## src/rtl/core/ipnv_pkg.sv

```systemverilog
package ipnv_pkg;

    localparam int MAX_VERTICES = 64;
    localparam int CNT_W        = $clog2(MAX_VERTICES + 1);
    localparam int ADDR_W       = $clog2(MAX_VERTICES);
    localparam int COORD_W      = 32;
    localparam int DIST_W       = 2 * COORD_W;
    localparam int OUT_W        = 7;

    localparam logic [1:0] FUNC_CLEAR  = 2'd0;
    localparam logic [1:0] FUNC_APPEND = 2'd1;
    localparam logic [1:0] FUNC_INSERT = 2'd2;

    typedef struct packed {
        logic load;
        logic clear_cnt;
        logic set_rej;
        logic pos_cnt;
        logic scan_init;
        logic scan_rd;
        logic calc_pos;
        logic shift_step;
        logic write_pt;
        logic out_load;
    } t_cmd;

    typedef struct packed {
        logic [1:0] func;
        logic       full;
        logic       empty;
        logic       scan_last;
        logic       pipe_busy;
        logic       shift_more;
        logic       shift_pend;
        logic       out_free;
    } t_sts;

endpackage

```

## src/rtl/core/ipnv_ctrl.sv

```systemverilog
module ipnv_ctrl (
    input  logic           i_clk,
    input  logic           i_rst_n,
    input  logic           i_valid,
    output logic           o_ready,
    input  ipnv_pkg::t_sts i_sts,
    output ipnv_pkg::t_cmd o_cmd
);

    import ipnv_pkg::*;

    typedef enum logic [7:0] {
        S_IDLE   = 8'b0000_0001,
        S_DECIDE = 8'b0000_0010,
        S_SCAN   = 8'b0000_0100,
        S_DRAIN  = 8'b0000_1000,
        S_SHIFT  = 8'b0001_0000,
        S_WRITE  = 8'b0010_0000,
        S_DONE   = 8'b0100_0000,
        S_SPARE  = 8'b1000_0000
    } t_state;

    t_state r_state;
    t_state n_state;

    always_ff @(posedge i_clk) begin
        if (!i_rst_n) begin
            r_state <= S_IDLE;
        end else begin
            r_state <= n_state;
        end
    end

    assign o_ready = (r_state == S_IDLE);

    always_comb begin
        n_state = r_state;
        o_cmd   = '0;
        case (r_state)
            S_IDLE: begin
                if (i_valid) begin
                    o_cmd.load = 1'b1;
                    n_state    = S_DECIDE;
                end
            end
            S_DECIDE: begin
                n_state = S_DONE;
                case (i_sts.func)
                    FUNC_CLEAR: begin
                        o_cmd.clear_cnt = 1'b1;
                    end
                    FUNC_APPEND, FUNC_INSERT: begin
                        if (i_sts.full) begin
                            o_cmd.set_rej = 1'b1;
                        end else if (i_sts.func == FUNC_APPEND || i_sts.empty) begin
                            o_cmd.pos_cnt = 1'b1;
                            n_state       = S_SHIFT;
                        end else begin
                            o_cmd.scan_init = 1'b1;
                            n_state         = S_SCAN;
                        end
                    end
                    default: begin
                    end
                endcase
            end
            S_SCAN: begin
                o_cmd.scan_rd = 1'b1;
                if (i_sts.scan_last) begin
                    n_state = S_DRAIN;
                end
            end
            S_DRAIN: begin
                if (!i_sts.pipe_busy) begin
                    o_cmd.calc_pos = 1'b1;
                    n_state        = S_SHIFT;
                end
            end
            S_SHIFT: begin
                if (i_sts.shift_more) begin
                    o_cmd.shift_step = 1'b1;
                end else begin
                    n_state = S_WRITE;
                end
            end
            S_WRITE: begin
                if (!i_sts.shift_pend) begin
                    o_cmd.write_pt = 1'b1;
                    n_state        = S_DONE;
                end
            end
            S_DONE: begin
                if (i_sts.out_free) begin
                    o_cmd.out_load = 1'b1;
                    n_state        = S_IDLE;
                end
            end
            default: begin
                n_state = S_IDLE;
            end
        endcase
    end

endmodule

```

## config.mk

```make
export PLATFORM = sky130hd
export DESIGN_NAME = ipnv_ctrl
export DESIGN_NICKNAME = d
export VERILOG_FILES = /design/src/rtl/core/ipnv_pkg.sv /design/src/rtl/core/ipnv_ctrl.sv
export SDC_FILE = /design/constraint.sdc
export NUM_CORES = 1
export LEC_CHECK = 0
export ABC_AREA = 1
export ABC_CLOCK_PERIOD_IN_PS = 2200
export BUFFER_PORTS_ARGS = -buffer_cell sky130_fd_sc_hd__buf_2
export CAP_MARGIN = 0
export CORE_UTILIZATION = 45
export DETAILED_ROUTE_END_ITERATION = 8
export PLACE_DENSITY_LB_ADDON = 0.3
export SLEW_MARGIN = 20
export SYNTH_ARGS = -nofsm -noshare
export SYNTH_HDL_FRONTEND = slang
export SYNTH_SLANG_ARGS = --single-unit
```

## constraint.sdc

```tcl
create_clock -name i_clk -period 2.2 [get_ports i_clk]
set_input_delay 0.66 -clock i_clk [delete_from_list [all_inputs] [get_ports i_clk]]
set_output_delay 0.66 -clock i_clk [all_outputs]
set_load 0.01 [all_outputs]
```

==> flow_results.org <==
** Clock tree
- Clock tree from TritonCTS :: built
- Clock slew at reported path FFs :: 60 ps
- TritonCTS created 3 clock buffers.
- In this run the deepest clock path goes through 2 buffers.
- The tree is rooted in a sky130_fd_sc_hd__clkbuf_4.
- CTS built an H-tree with a depth of 1.
- In this run, post-CTS hold repair placed 0 buffers.
- Clock latency reported for the late side of the worst-skew pair :: 270 ps
- The clock drives 7 sinks.

** Cells and area
- The area growth from synthesis to layout is 41.6%.
- For this run, the share of the core covered by cells in the final layout is 67.8%.
- In the final layout, the multi-input gates occupy ~420 um^2.
- Registers with the most flip-flops :: r_state (7)
- The finished cells cover 882 um^2.
- Fill cell instance count of the final layout :: 113
- Number of antenna cells inserted :: 0
- After the last flow step, the layout net total stands at 154.
- The sequential cells in the finished layout cover a total of between 100 and 150 um^2.
- Of the cells placed in the final design, the portion with a size suffix greater than 1 is 42.4%.
- More flip-flops sit in one register than any other, and that register is r_state.
- The register with the most flip-flops in the layout has 7 of them.

** Logic synthesis
- Of the post-synthesis cell area, the dominant cell type holds between 20% and 30%.
- Synth Net Count :: 121
- Synthesized area divided by synthesized cell count :: 5.82 um^2
- Gate count after technology mapping :: 107
- Commonest cells in the synthesized netlist :: sky130_fd_sc_hd__inv_1, sky130_fd_sc_hd__nor2_1, sky130_fd_sc_hd__nand2_1, sky130_fd_sc_hd__nand3_1, sky130_fd_sc_hd__dfxtp_1
- Of all flip-flops after synthesis, the portion carrying an async set or reset was 0%.
- Summed over all instances, the cell type with the most area after synthesis is sky130_fd_sc_hd__dfxtp_1.
- By instance count, the leading cell after synthesis is sky130_fd_sc_hd__inv_1.
- Library cells used by synthesis :: 14
- Primary flip-flop cell chosen by synthesis mapping :: sky130_fd_sc_hd__dfxtp_1
- Summing the sequential cell areas from Yosys gives between 20% and 30% of the chip area.
- Sorting the synthesized cells by area gives the leading types as sky130_fd_sc_hd__dfxtp_1, sky130_fd_sc_hd__inv_1, sky130_fd_sc_hd__nor2_1.
- In this run, synthesis produced a sequential element count of 7.
- Warnings, synthesis :: 0
- The mapped netlist covers just over 600 um^2.
- The synthesized design contains 0 enable-type register cells.

** Outcome
- Outcome :: completed

** Min path
- The worst hold path passes through 2 cells.
- Worst Hold Class :: reg2reg
- Worst-case hold path end point :: r_state[6]$_SDFFE_PN0P_
- The worst hold path begins at r_state[6]$_SDFFE_PN0P_.

** Floorplanning
- In this run the standard cell core region covers 0.00130 mm^2.
- Die outline area :: ~0.0015 mm^2
- Initial core utilization :: 47.9%
- Height of the die :: 39.2 um
- Row count :: 13
- Die outline width :: about 40 um
- 23 I/O pins were placed.

** Worst setup path
- The worst register-to-register path ends at r_state[5]$_SDFFE_PN0P_.
- Critical Setup Path Class :: in2out
- Critical path capture point type :: primary output
- Data arrival, critical path :: 1500 ps
- Worst path bufs/invs :: 3
- The number of cells on the worst reg-to-reg path is 10.
- Top cell family by delay on the critical path :: buffers and inverters
- Maximum fanout along the worst path :: 2
- Critical Path, Cell by Cell :: buf_8, ha_1, nor2_1, inv_1, nor3_2, buf_2
- The largest individual stage delay along the critical path comes from the cell sky130_fd_sc_hd__ha_1.
- The worst setup path is launched from an input pin.
- For this run, the slowest stage of the critical path takes about 190 ps.
- Critical Path RT :: 1540 ps
- Across all register-to-register paths, the minimum setup slack is 840 ps.
- Source of the worst register-to-register timing path :: r_state[2]$_SDFFE_PN0P_
- Origin of the worst setup path :: i_sts[7]

** STA
- The max-slew violation count was 0.
- In this run the tightest slew margin relative to its limit is 83.6%.
- Setup slack closes at ~40 ps.
- Max Freq :: 0.463 GHz
- Setup violators final :: 0
- The number of hold violations in the final report is 0.
- After layout, the minimum clock period comes to 2160 ps.
- Fin crit share :: 98.2%
- Final TNS setup :: 0 ps
- Clock skew on the completed layout was measured at 5.77 ps.
- Setup repair after global routing could not meet its margin everywhere.
- For the pin with the worst max-slew slack, the measured transition is 244 ps.

** GRT
- After global routing the overflow that remains totals 0.
- Overall global routing resource usage :: 26.3%
- Vias in the first global route :: about 660
- The first global-routing pass estimated 2630 um of wire.
- The number of antenna violations at the first check in global routing is 0.
- Entering global routing, the biggest net connects 8 pins.

** Power and ir drop
- In this run the static leakage power is 0.504 nW.
- Worst vdd rail ir drop :: 687 uV
- Power spread over the standard cell area amounts to 855 mW/mm^2.

** Place
- Worst setup timing slack at the placement stage :: -75.3 ps
- Routability Congestion :: around 0.84
- Port buffering added 22 buffers.
- Detailed placement ended at an HPWL of 1210 um.
- Once placement finished, the instance area stood at 759 um^2.

** Detailed routing
- Dividing the detail-routed via count by the number of cells gives 4.81.
- For this block, the initial DRC count from the detailed router was 8.
- Final routed wire length divided by cell count :: 10.7 um
- The count of nets left with antenna violations once routing finished came out at 0.
- Count of TritonRoute iterations in the first routing pass :: 4
- Wire length after detailed routing :: 1650 um
- Across all layers, the routed design uses 741 vias.
- For this run, design rule violations remaining after detail routing come to 0.

** Flow run
- Number of max-cap violations :: 0
## where the power goes
part	internal [W]	switching (W)	leakage, nW
Clock	0.0000700	0.0000596	0.0150
Sequential	0.000158	0.0000287	0.0572
Combinational	0.000160	0.000278	0.432
## per-stage QoR
step	std cells	hold slack (ps)	power, W
2_1_floorplan	107	495	0.000494
5_1_grt	154	599	0.000821
3_5_place_dp	145	534	0.000590
4_1_cts	154	542	0.000738
3_3_place_gp	145	526	0.000582
6_report	154	545	0.000754
## final cells by class
cell class	instances	area share (%)
inverter	26	11.9
sequential	7	15.9
multi-input combinational	74	47.7
tap	15	2.13
clock buffer	4	2.98
timing repair buffer	28	19.4
## kinds of logic (layout without fill, tap and decap cells)
| logic type | after synthesis | in the layout | share of synthesized area, % |
|---|---|---|---|
| AND/OR/NAND/NOR | 67 | 67 | 53.8 |
| flip-flops | 7 | 7 | 22.5 |
| adder cells (fa/ha/maj) | 2 | 2 | 4.02 |
| AO/OA/AOI/OAI | 5 | 5 | 4.02 |
| buffers and inverters | 26 | 58 | 15.7 |
## per-layer routing
layer  wire (um)  global-route usage (%)
met1         707                    30.8
met2         858                    45.8
met5           0                       0
met4          21                    10.3
met3          65                    5.20
## worst min-delay path, stage by stage, from the launching register on
cell and delay, ps:
sky130_fd_sc_hd__dfxtp_1 330, sky130_fd_sc_hd__a21oi_1 120, sky130_fd_sc_hd__nor2_1 60
## placed cells by master (no fill, tap or decap), drive strengths merged
master and n:
nand3 15, buf 28, dfxtp 7, nand2 22, clkbuf 4, nor3 4, inv 26, a21oi 5
nand4 2, ha 2, nor2 24
## how the worst max path moves through the flow
stage                     endpoint  slack [ps]  cells after the start
final                     o_cmd[5]          40                      6
after global routing      o_cmd[5]         -40                      8
after CTS                 o_cmd[5]          -6                      8
after detailed placement  o_cmd[5]         -80                      8
after global placement    o_cmd[5]         -30                      8
after floorplan           o_cmd[5]          70                      6
## repair_timing
action | CTS | global route
setup buffers | 5 | 0
setup endpoints to repair | 1 | 2
pin swaps | 3 | 2
gates resized for setup | 10 | 6
Power figures use the tool's default switching activity.
